`src/tqkv_store.sv`:
```
// Entry store: one write port, two registered read ports, per-entry valid bits.
`timescale 1ns / 1ps

module tqkv_store #(
  parameter int unsigned DEPTH = 64,
  parameter int unsigned WIDTH = 64
) (
  input  logic                     clk,
  input  logic                     rst,
  input  logic                     we,
  input  logic [$clog2(DEPTH)-1:0] waddr,
  input  logic [WIDTH-1:0]         wdata,
  input  logic [$clog2(DEPTH)-1:0] raddr_a,
  input  logic [$clog2(DEPTH)-1:0] raddr_b,
  output logic [WIDTH-1:0]         rdata_a,
  output logic [WIDTH-1:0]         rdata_b
);

  logic [WIDTH-1:0] mem [DEPTH];
  logic [DEPTH-1:0] valid;
  logic [WIDTH-1:0] qa;
  logic [WIDTH-1:0] qb;
  logic             va;
  logic             vb;

  always_ff @(posedge clk) begin
    if (we) begin
      mem[waddr] <= wdata;
    end
    qa <= mem[raddr_a];
    qb <= mem[raddr_b];
  end

  // an entry never written reads as zero
  always_ff @(posedge clk) begin
    if (rst) begin
      valid <= '0;
      va    <= 1'b0;
      vb    <= 1'b0;
    end else begin
      if (we) begin
        valid[waddr] <= 1'b1;
      end
      va <= valid[raddr_a];
      vb <= valid[raddr_b];
    end
  end

  assign rdata_a = va ? qa : '0;
  assign rdata_b = vb ? qb : '0;

endmodule

```
`config.mk`:
```
export PLATFORM = sky130hd
export DESIGN_NAME = tqkv_store
export DESIGN_NICKNAME = d
export VERILOG_FILES = /design/src/tqkv_store.sv
export SDC_FILE = /design/constraint.sdc
export NUM_CORES = 2
export LEC_CHECK = 0
export BUFFER_PORTS_ARGS = -buffer_cell sky130_fd_sc_hd__buf_2
export CORE_MARGIN = 5
export CORE_UTILIZATION = 48
export DETAILED_ROUTE_END_ITERATION = 6
export PLACE_DENSITY = 0.68
export SYNTH_ARGS = -nofsm -noshare
export SYNTH_HDL_FRONTEND = slang
export SYNTH_SLANG_ARGS = --single-unit
```
`constraint.sdc`:
```
create_clock -name clk -period 17.7 [get_ports clk]
set_input_delay 3.54 -clock clk [delete_from_list [all_inputs] [get_ports clk]]
set_output_delay 3.54 -clock clk [all_outputs]
set_load 0.005 [all_outputs]
```
; Word-level counts from Yosys, hierarchy flattened
; Memories as Yosys holds them, arrays and structs flattened. A register that Yosys moved wholly into a read port is not among the register bits.
; Cells that the tools add are included.
[op_classes]
n_addsub = 0
n_mul = 0
div_mod_pow = 0
magnitude_cmp = 4
n_eq_ne = 0
n_shift = 0
mux = 10
bitwise_logic = 1
reduce_logical = 1
[ops]
columns = operator, count
row1 = two-way mux 64 bit, 2
row2 = bitwise OR 64 bit, 1
row3 = "< comparator 6 x 7 -> 1 bit, second input constant", 3
row4 = binary-select mux 1 bit (select 6 bit), 2
row5 = demux 1 bit (select 6 bit), 1
row6 = ">= comparator 6 x 1 -> 1 bit, second input constant", 1
row7 = two-way mux 1 bit, 5
row8 = logical AND 1 bit, 1
[word_totals]
ff_bits = 66
latchBits = 0
mem_bits_rw = 4096
rom_bits = 0
inputBits = 85
out_inout_bits = 128
wordCells = 20
memories = 1
[memory_table]
columns = memory, depth, word_bits, read_ports, rd_clocked_by_memory_dff, wr, line_no
row1 = mem, 64, 64, 2, 2, 1, 19  ; logic [WIDTH-1:0] mem [DEPTH];

; Depth between registers and ports, before layout
[depth]
depth_word = 5
depth_mapped = 10

; Least setup slack after synthesis
; No wires, ideal clock.
[synth_timing]
kind = input port to flip-flop
from = input waddr[4]
to = memory mem[48][0], enable pin
setup_ns = 0.567
t_arrival_ns = 8.456
path_slack_ns = 8.677
stages = 4
path_cell_list = clkbuf_1 -> and3b_1 -> nand2_1 -> nor3_1
[synth_lines]
columns = item, line_no
row1 = start: declaration, 11  ; input logic [$clog2(DEPTH)-1:0] waddr,
row2 = end: declaration, 19
; Straight into the memory's write port.

==> summary.txt <==
STA
  – WHS: 498 ps
  – Setup violators final: 0
  – Worst Skew: 64.6 ps
  – Fmax: 0.133 GHz
  – Worst Tran Pin Value: 1380 ps
  – Fin Setup TNS: 0 ps
  – Slew Limit Headroom: 0.0794
  – Fin crit period: approximately 7500 ps
  – RSZ-0062 raised after global routing: no
  – Slew Viols, Final: 0
  – Fin crit share: 0.426
  – Final Hold Viols: 0
  – Worst setup margin: roughly 10000 ps

Global routing
  – First-pass GRT wire length: 870000 um
  – Tot GR Track Use: 0.300
  – Vias in the first global route: about 110k
  – GRT overflow: 0
  – Initial antenna violation count: slightly below 60
  – Largest net degree at the start of global routing: approximately 140

Placed design
  – Port bufs: roughly 210
  – DP HPWL: 345000 um
  – Pre-CTS setup slack: between 9000 and 10000 ps
  – GP Congestion: 0.838

Setup path
  – Required time worst endpoint: about 19000 ps
  – Worst Setup End Kind: register
  – Data arrival, critical path: 8430 ps
  – Slowest cell on the critical path: buf_4
  – Crit-path cells: buf_8 > buf_4 > buf_4 > buf_4 > buf_4 > mux4_2 > mux4_2 > a21oi_1 > nor3_1
  – Reg2Reg Setup Slack: 15340 ps
  – Crit-path max FO: 55
  – WS Path Type: in -> reg
  – CP max stage delay: ~840 ps
  – CP dominant cell by count: buf_4
  – Startpoint types: input port

Power and ir drop
  – Lkg Pwr: 66.8 nW
  – Pwr dens: 104 nW/um^2
  – Worst VDD drop: 0.0000913 V
  – Total power: 0.0223 W

Synth
  – Synthesized cell area: 193000 sq um
  – Ys Warns: 0
  – Sequential area share after synthesis: 0.657
  – Top FF cell, synth: edfxtp_1
  – Cell variety after synth: 38
  – Synthesized net count: 8880
  – Synthesized area per cell: 22.0 sq um
  – Number of synthesized flops with an enable pin: 4096
  – #FFs+latches synth: 4290
  – Async SR Flop Fraction: 0
  – Cells after synthesis: 8795

Detailed routing
  – Antenna-violating nets left: 0
  – Average routed wire per standard cell: around 43 um
  – Vias per cell: 7.30
  – Residual DRC count: 0
  – Post-Route WL: approximately 630000 um
  – Starting DRT DRC Count: 17265
  – DR pass1 iterations: 7
  – Vias: around 110k

Flow run
  – Max-Cap Viols: 0

Clocking
  – TritonCTS Sinks: 4290
  – Clock transition at the registers of the reported paths: ~60 ps
  – Num CTS Buffers: approximately 440
  – Post-CTS setup buffers: 0
  – CTS max path bufs: 4
  – Cts hold-fix bufs: 0
  – Htree depth: 5
  – TritonCTS clock tree: yes
  – Root Driver: clkbuf_16
  – Clock Latency Late Sink: between 1000 and 1500 ps
  – Post-cts resize count: 0

Final layout
  – Post-Route Utilization: 0.536
  – Synth-to-layout area growth: 11.5%
  – # nets final: just over 9000
  – Commonest non-fill, non-tap cells in the layout: 4096 x edfxtp_1, 2452 x mux4_2, 441 x clkbuf_16, 285 x buf_4, 253 x nor2_1
  – Layout cells sized above 1: 0.395
  – Most common cell after layout, fill and taps aside: edfxtp_1

Die
  – Core box area: 402000 sq um
  – Die ar.: 415000 sq um
  – Die width: between 600 and 700 um
  – Vert. Die Dim: 644 um
  – Starting density of the core: 0.481
  – Cell row count: between 200 and 250
  – I/O pins: 213

Hold path
  – HP Class: reg -> reg

Status
  – Status: completed
## report_power, final
group,internal [W],switching [W],total [W]
sequential,0.0112,0.0000989,0.0113
clock,0.00533,0.00402,0.00934
combinational,0.000700,0.000931,0.00163
## cells in the mapped netlist (3+ instances only)
library cell,count,area (sq um)
edfxtp_1,4096,123000
mux4_2,2452,55200
nor2_1,313,1170
clkbuf_1,312,1170
buf_2,280,1400
a21oi_1,250,1250
nor3_1,235,1180
dfxtp_1,194,3880
mux2i_1,160,1600
and2_1,134,838
o221ai_1,110,963
buf_1,81,304
buf_4,29,218
nand2_1,28,105
a221oi_1,17,149
nor2b_1,17,106
nor3b_1,13,97.6
o21ai_0,13,65.1
a211oi_1,10,75.1
o22ai_1,9,56.3
nand3_1,6,30.0
buf_6,5,56.3
nand2b_1,5,31.3
nand3b_1,4,30.0
a22oi_1,3,22.5
o32ai_1,3,26.3
## worst paths after layout
check | from | end | depth (start not counted)
worst max-delay path | raddr_b[2] | qb[47]$_DFF_P_ | 9
worst min-delay path | valid[27]$_SDFFE_PP0P_ | valid[27]$_SDFFE_PP0P_ | 2
worst max register to register | mem[46][30]$_DFFE_PP_ | qa[30]$_DFF_P_ | 4
worst min register to register | valid[27]$_SDFFE_PP0P_ | valid[27]$_SDFFE_PP0P_ | 2
## worst max-delay path, delay by kind of cell
family | cells | cell delay [ps]
AOI/OAI and AO/OA | 1 | 220
and+or+nand+nor | 1 | 100
muxes | 2 | 910
buffers and inverters | 5 | 3440
## kinds of logic after synthesis
kind of cell / count (synthesis) / synth area share
buffers and inverters: 710 / 0.0164
AND/OR/NAND/NOR: 759 / 0.0187
AO/OA/AOI/OAI: 422 / 0.0138
flip-flops: 4290 / 0.657
multiplexers: 2614 / 0.294
## flip-flops by register name (all words and copies together) (netlist names)
signal	count
qa	64
vb	1
mem	4096
va	1
qb	64
valid	64
## area by class of cell
cell class	count	area (sq um)
inverter	3	18.8
clock inverter	263	2600
clock buffer	564	11900
sequential	4290	127000
antenna	45	113
timing repair buffer	513	3630
multi-input combinational	3795	63700
fill	30011	186000
tap	5287	6620
## through the flow
step / std cells / area [sq um]
6_report: 14760 / 215000
5_1_grt: 14726 / 215000
4_1_cts: 14715 / 215000
3_5_place_dp: 13888 / 201000
3_3_place_gp: 13888 / 201000
2_1_floorplan: 8795 / 193000
## routing by layer
layer	vias to the layer above	routed length (um)	global-route usage
li1	39461	-	-
met1	57995	214000	0.403
met2	8594	290000	0.458
met3	1655	88200	0.0877
met4	40	34500	0.135
met5	-	261	0
Power figures use the tool's default switching activity.
