### src/tqkv_pkg.sv
// Shared types and constants for the top-Q key/value tracker.
`timescale 1ns / 1ps

package tqkv_pkg;

  // Stream payload layout, fixed by the item fields
  localparam int unsigned FIELD_W   = 32;
  localparam int unsigned S_TDATA_W = 64;
  localparam int unsigned M_TDATA_W = 64;

  // Quickselect sequencer status towards the control FSM
  typedef struct packed {
    logic busy;
    logic done;
  } tqkv_qstat_t;

endpackage

### src/tqkv_qsel.sv
// Quickselect sequencer: partitions the store one compare per step, then fetches the threshold.
`timescale 1ns / 1ps

module tqkv_qsel import tqkv_pkg::*; #(
  parameter int unsigned SLOTS      = 64,
  parameter int unsigned Q          = 32,
  parameter int unsigned KEY_BITS   = 32,
  parameter int unsigned VALUE_BITS = 32
) (
  input  logic                              clk,
  input  logic                              rst,
  input  logic                              start,
  output tqkv_qstat_t                       status,
  output logic [KEY_BITS-1:0]               thr,
  output logic [$clog2(SLOTS)-1:0]          ra,
  output logic [$clog2(SLOTS)-1:0]          rb,
  output logic                              we,
  output logic [$clog2(SLOTS)-1:0]          wa,
  output logic [KEY_BITS+VALUE_BITS-1:0]    wd,
  input  logic [KEY_BITS+VALUE_BITS-1:0]    rd_a,
  input  logic [KEY_BITS+VALUE_BITS-1:0]    rd_b
);

  localparam int unsigned AW = $clog2(SLOTS);
  localparam int unsigned EW = KEY_BITS + VALUE_BITS;
  localparam logic [AW-1:0] TGT  = AW'(SLOTS - Q);
  localparam logic [AW-1:0] TOPI = AW'(SLOTS - 1);

  typedef enum logic [2:0] {
    S_IDLE, S_RD, S_CAP, S_SW1, S_SW2, S_THR_RD, S_THR_CAP
  } state_t;

  // which part of a partition pass the current exchange belongs to
  typedef enum logic [1:0] {
    PH_PIVOT, PH_SCAN, PH_FINAL
  } phase_t;

  state_t            state;
  phase_t            phase;
  logic [AW-1:0]     lo;
  logic [AW-1:0]     hi;
  logic [AW-1:0]     idx;
  logic [AW-1:0]     np;
  logic [AW-1:0]     addr_a;
  logic [AW-1:0]     addr_b;
  logic [EW-1:0]     da;
  logic [EW-1:0]     db;
  logic [KEY_BITS-1:0] pv;
  logic              done;
  logic              gt;
  logic [AW-1:0]     np_dec;

  // the one comparator of the sequencer
  assign gt     = rd_a[KEY_BITS-1:0] > pv;
  assign np_dec = np - AW'(1);

  always_ff @(posedge clk) begin
    if (rst) begin
      state <= S_IDLE;
      phase <= PH_PIVOT;
      done  <= 1'b0;
    end else begin
      done <= 1'b0;
      unique case (state)
        S_IDLE: begin
          if (start) begin
            lo     <= '0;
            hi     <= TOPI;
            addr_a <= '0;
            addr_b <= TOPI;
            phase  <= PH_PIVOT;
            state  <= S_RD;
          end
        end
        S_RD: begin
          state <= S_CAP;
        end
        S_CAP: begin
          da <= rd_a;
          db <= rd_b;
          unique case (phase)
            PH_PIVOT: begin
              pv    <= rd_a[KEY_BITS-1:0];
              state <= S_SW1;
            end
            PH_SCAN: begin
              if (gt) begin
                state <= S_SW1;
              end else if (idx == lo) begin
                phase  <= PH_FINAL;
                addr_a <= hi;
                addr_b <= np;
                state  <= S_RD;
              end else begin
                idx    <= idx - AW'(1);
                addr_a <= idx - AW'(1);
                addr_b <= np_dec;
                state  <= S_RD;
              end
            end
            default: begin
              state <= S_SW1;
            end
          endcase
        end
        S_SW1: begin
          state <= S_SW2;
        end
        S_SW2: begin
          unique case (phase)
            PH_PIVOT: begin
              np <= hi;
              if (hi > lo) begin
                idx    <= hi - AW'(1);
                addr_a <= hi - AW'(1);
                addr_b <= hi - AW'(1);
                phase  <= PH_SCAN;
              end else begin
                addr_a <= hi;
                addr_b <= hi;
                phase  <= PH_FINAL;
              end
              state <= S_RD;
            end
            PH_SCAN: begin
              np <= np_dec;
              if (idx == lo) begin
                phase  <= PH_FINAL;
                addr_a <= hi;
                addr_b <= np_dec;
              end else begin
                idx    <= idx - AW'(1);
                addr_a <= idx - AW'(1);
                addr_b <= np_dec - AW'(1);
              end
              state <= S_RD;
            end
            default: begin
              // pivot has landed at np
              if (np == TGT || (np > TGT && np == lo) || (np < TGT && np == hi)) begin
                addr_a <= TGT;
                state  <= S_THR_RD;
              end else if (np > TGT) begin
                hi     <= np_dec;
                addr_a <= lo;
                addr_b <= np_dec;
                phase  <= PH_PIVOT;
                state  <= S_RD;
              end else begin
                lo     <= np + AW'(1);
                addr_a <= np + AW'(1);
                addr_b <= hi;
                phase  <= PH_PIVOT;
                state  <= S_RD;
              end
            end
          endcase
        end
        S_THR_RD: begin
          state <= S_THR_CAP;
        end
        S_THR_CAP: begin
          thr   <= rd_a[KEY_BITS-1:0];
          done  <= 1'b1;
          state <= S_IDLE;
        end
        default: begin
          state <= S_IDLE;
        end
      endcase
    end
  end

  // exchange: first write lands data of port a at addr_b, then port b data at addr_a
  assign ra = addr_a;
  assign rb = addr_b;
  assign we = (state == S_SW1) || (state == S_SW2);
  assign wa = (state == S_SW1) ? addr_b : addr_a;
  assign wd = (state == S_SW1) ? da : db;

  assign status.busy = (state != S_IDLE);
  assign status.done = done;

endmodule

### config.mk
export PLATFORM = sky130hd
export DESIGN_NAME = tqkv_qsel
export DESIGN_NICKNAME = d
export VERILOG_FILES = /design/src/tqkv_pkg.sv /design/src/tqkv_qsel.sv
export SDC_FILE = /design/constraint.sdc
export NUM_CORES = 1
export LEC_CHECK = 0
export BUFFER_PORTS_ARGS = -buffer_cell sky130_fd_sc_hd__buf_2
export CORE_MARGIN = 2
export CORE_UTILIZATION = 58
export DETAILED_ROUTE_END_ITERATION = 10
export PLACE_DENSITY = 0.95
export SLEW_MARGIN = 20
export SYNTH_ARGS = -nofsm -noshare
export SYNTH_HDL_FRONTEND = slang
export SYNTH_SLANG_ARGS = --single-unit
### constraint.sdc
create_clock -name clk -period 11.7 [get_ports clk]
set_input_delay 1.17 -clock clk [delete_from_list [all_inputs] [get_ports clk]]
set_output_delay 1.17 -clock clk [all_outputs]
set_load 0.01 [all_outputs]
# After elaboration in Yosys (flattened, before gate mapping)
# Index checks and enable logic that the tools add are counted.
[totals] regBits=234 in_bits=131 word_cells=111
[op_classes] n_lt_le_gt_ge=4 add_sub_neg=5 reduce_logical=22 eq_ne=19 n_bitwise=1 n_mux=47
[ops] op="two-way mux 6 bit" count=22
[ops] op="case mux 6 bit (2 select lines)" count=7
[ops] op="two-way mux 64 bit" count=1
[ops] op="case mux 6 bit (3 select lines)" count=2
[ops] op="greater-than comparator 32 bit" count=1
[ops] op="subtractor 6 x 1 -> 6 bit (second input constant)" count=4
[ops] op="== test 6 bit" count=3
[ops] op="case mux 3 bit (6 select lines)" count=1
[ops] op="two-way mux 2 bit" count=8
[ops] op="AND reduction 5 bit" count=3
[ops] op="AND reduction 6 bit" count=2
[ops] op="!= test 2 bit (second input constant)" count=5
[ops] op="== test 3 bit (second input constant)" count=3
[ops] op="two-way mux 3 bit" count=3
[ops] op="adder 6 x 1 -> 6 bit (second input constant)" count=1
[ops] op="== test 3 x 2 -> 1 bit (second input constant)" count=2
[ops] op="== test 6 bit (second input constant)" count=1
[ops] op="greater-than comparator 6 bit" count=1
[ops] op="greater-than comparator 6 bit (second input constant)" count=1
[ops] op="less-than comparator 6 bit (second input constant)" count=1
[ops] op="case mux 2 bit (3 select lines)" count=1
[ops] op="AND reduction 3 bit" count=2
[ops] op="nonzero test 2 bit" count=3
[ops] op="nonzero test 3 bit" count=2
[ops] op="other kinds (14)" count=18

# Logic depth before layout (Yosys ltp)
[logic_depth] ltp_word=7 depth_mapped=12 ltp_nobuf=9

# Worst setup path after synthesis
# Ideal clock, no wire load.
[synth_timing] path_kind="input to register" start="input port rst" end="register da[0] (enable)" arrival_ns=6.723 setup_slack_ns=4.359 stages=2 path_cell_list="clkbuf_1 nor2_1"
[synth_via] elab_chain_cells=2
[synth_rtl] element="from (decl)" line="tqkv_qsel.sv:11" source="input logic rst,"
[synth_rtl] element="NOT 1 bit (no source line)"
[synth_rtl] element="AND reduction 2 bit (no source line)"
[synth_rtl] element="to (signal assigned)" line="tqkv_qsel.sv:79" source="da <= rd_a;"
[synth_rtl] element="to (decl)" line="tqkv_qsel.sv:46" source="logic [EW-1:0] da;"
# No other way between the ends.
# A chain may end at the register's enable or synchronous reset.

# Worst setup path after layout
[layout_timing] start="register state[1]" end="output port wd[27]"
[layout_via] elab_chain_cells=2
[layout_rtl] element="from (decl)" line="tqkv_qsel.sv:38" source="state_t state;"
[layout_rtl] element="from (signal assigned)" line="tqkv_qsel.sv:59" source="state <= S_IDLE;"
[layout_rtl] element="from (signal assigned)" line="tqkv_qsel.sv:72" source="state <= S_RD;"
[layout_rtl] element="from (signal assigned)" line="tqkv_qsel.sv:76" source="state <= S_CAP;"
[layout_rtl] element="== test 3 x 2 -> 1 bit" line="tqkv_qsel.sv:179" source="assign wd = (state == S_SW1) ? da : db;"
[layout_rtl] element="two-way mux 64 bit" line="tqkv_qsel.sv:179"
[layout_rtl] element="to (decl)" line="tqkv_qsel.sv:19" source="output logic [KEY_BITS+VALUE_BITS-1:0] wd,"
# No other way between the ends.

==> impl_results.md <==
- Post-DP HPWL: 18.45 mm
- Final ANT Viol Nets: 0
- Max Slew Vio Count: 0
- Max-cap violations: 0
- Die height: between 100 and 150 µm
- Max incr delay on CP: 570 ps
- TritonRoute pass-1 iters: 6
- Most common cell after layout, fill and taps aside: buf_2
- Post-synth ARST share: 0
- Slowest stage cell, crit path: nand2_4
- Post-synth EDFFs: roughly 230
- WHS: 612.0 ps
- Layout cells sized above 1: 0.3633
- DRC viols: 0
- CTS Buffer Depth: 3
- DR iter-0 viols: 684
- Synth warn: 0
- Multi-input logic area: 0.003381 mm²
- Clock Tree Root: clkbuf_16
- Total Power: 1.853 mW
- Cell area after synthesis: between 0.01 and 0.015 mm²
- Gr usage total: 0.2625
- Fill count: 1137
- Chip Width: 139.8 µm
- Hold Crit Class: reg2reg
- H-tree depth: 1
- Post-CTS resize count: 0
- Clock sinks: 234
- Outcome: finished clean
- Leakage Power: 5.049 nW
- Largest net degree at the start of global routing: 78
- Top_reg_cell synth: edfxtp_1
- Setup TNS: 0 ps
- RD Place Congestion: 0.9125
- Slew margin rel.: 0.3388
- Final WS setup: about 8000 ps
- RSZ-0062 raised after global routing: false
- Hold-fix buffer count after cts: 0
- Vias per cell: 5.789
- Most frequent cells in the layout: 247 x buf_2, 228 x edfxtp_1, 70 x mux2_2, 55 x nand2_1, 48 x inv_1
- CTS tree: yes
- Max Fclk: 257.4 MHz
- Cell Area, Placed: approximately 0.012 mm²
- CTS buffer count: 24
- CTS clk-pin slew, worst paths: 60 ps
- Cell area after layout: between 0.01 and 0.015 mm²
- Layout Cells excl Fill: 1254
- Total number of vias: 7259
- Area Overhead vs Synth: 20.28%
- Nets: 1183
- Setup Crit Path Kind: reg2out
- Fin util: 0.7136
- Element type at the critical path start: register
- Final min period: 3885 ps
- Skew-Pair Late Insertion Delay: 510 ps
- Critical Path RT: around 11000 ps
- Max VDD drop: between 0.1 and 0.15 mV
- Worst-margin pin slew: roughly 1000 ps
- Core Box Area: 0.01802 mm²
- Post CTS Setup Buffer Count: 0
- Synthesized net count: 944
- Die ar.: 0.01954 mm²
- Initial antenna violation count: 1
- Setup violators final: 0
- Cell variety after synth: 57
- #FFs+latches synth: about 230
- Register area share after synthesis: 0.6515
- Number of global-route vias before repair: 7191
- Top Ports: 248
- CP Capture Type: primary output
- Pre-CTS WS: between 7000 and 8000 ps
- Synthesized instance count: ~770
- Wirelength, routed: 26.17 mm
- Worst-path fanout max: 72
- Routed WL per cell: 20.87 µm
- Initial core utilization: 0.5933
- Overflow after GRT: 0
- Clock skew: 10.90 ps
- Syn_area_per_cell: 13.91 µm²
- Hold Vio Cnt, Final: 0
- Register area: ~0.0070 mm²
- Placed Cells: 1211
- Fin crit share: 0.3320
- # port buffers: 247
- Power Density: 144.1 mW/mm²
- Critical path cell sequence: nor2b_1 > nand2_4 > mux2_2 > buf_2
- Row Count: 49
- First-pass GRT wire length: between 30 and 40 mm
- Crit path DAT: 2710 ps
kinds of logic (layout without fill, tap and decap cells):
family / Yosys count / after routing / synth area share
AO/OA/AOI/OAI: 113 / 113 / 0.06821
AND/OR/NAND/NOR: 169 / 169 / 0.07465
other: 0 / 1 / 0
flip-flops: 234 / 234 / 0.6515
XOR/XNOR: 49 / 49 / 0.04224
adder cells (fa/ha/maj): 44 / 44 / 0.05148
buffers and inverters: 87 / 342 / 0.03545
multiplexers: 73 / 73 / 0.07652
final cells by class:
| cell class | instances | share of cell area |
|---|---|---|
| sequential | 234 | 0.5416 |
| multi-input combinational | 448 | 0.2628 |
| timing repair buffer | 252 | 0.09903 |
| clock buffer | 28 | 0.04786 |
| tap | 229 | 0.02228 |
| inverter | 48 | 0.01401 |
| clock inverter | 14 | 0.01216 |
| antenna | 1 | 0.0001946 |
final timing paths:
| check | from | endpoint | slack [ps] | depth (start not counted) |
|---|---|---|---|---|
| worst max register to register | phase[0] | idx[2] | 8220 | 6 |
| worst min-delay path | state[2] | done | 610 | 2 |
| worst max-delay path | state[1] | wd[27] | 7820 | 4 |
| worst min register to register | state[2] | done | 610 | 2 |
flip-flops by register name (all words and copies together) (netlist names), 3 cells and up:
name   cells
rb         6
ra         6
np         6
da        64
thr       32
lo         6
idx        6
hi         6
db        64
pv        32
state      3
layer usage:
| layer | part of all wire | vias to the layer above | global-route usage |
|---|---|---|---|
| met5 | 0 | - | 0 |
| met4 | 0.035 | 0 | 0.08474 |
| met3 | 0.082 | 75 | 0.05265 |
| met2 | 0.49 | 412 | 0.4537 |
| met1 | 0.39 | 3457 | 0.3352 |
| li1 | - | 3315 | - |
critical path: cells and delay by family, from the launching register on:
kind                   cells  cell delay (ps)
AND/OR/NAND/NOR            2              930
flip-flops                 1              520
multiplexers               1              520
buffers and inverters      1              170
cells in the mapped netlist, drive strengths merged, types with 6 or more instances:
| master | instances | area share |
|---|---|---|
| a211oi | 6 | 0.0047 |
| edfxtp | 228 | 0.64 |
| a21oi | 39 | 0.018 |
| nand3 | 12 | 0.0056 |
| dfxtp | 6 | 0.011 |
| clkbuf | 23 | 0.0082 |
| nor2 | 40 | 0.014 |
| xor2 | 21 | 0.017 |
| ha | 44 | 0.051 |
| nand2 | 56 | 0.020 |
| inv | 48 | 0.017 |
| mux2 | 70 | 0.074 |
| xnor2 | 28 | 0.025 |
| nor3 | 16 | 0.0075 |
| nand2b | 8 | 0.0047 |
| buf | 16 | 0.010 |
| nand4 | 15 | 0.0088 |
| o21ai | 29 | 0.014 |
power breakdown:
part / internal [mW] / switching [mW] / leakage, nW / total, mW
clock: 0.443 / 0.299 / 0.382 / 0.742
sequential: 0.949 / 0.0162 / 2.09 / 0.965
combinational: 0.0612 / 0.0850 / 2.57 / 0.146
total: 1.45 / 0.400 / 5.05 / 1.85
Note: power is estimated with default switching activity, not from simulation.
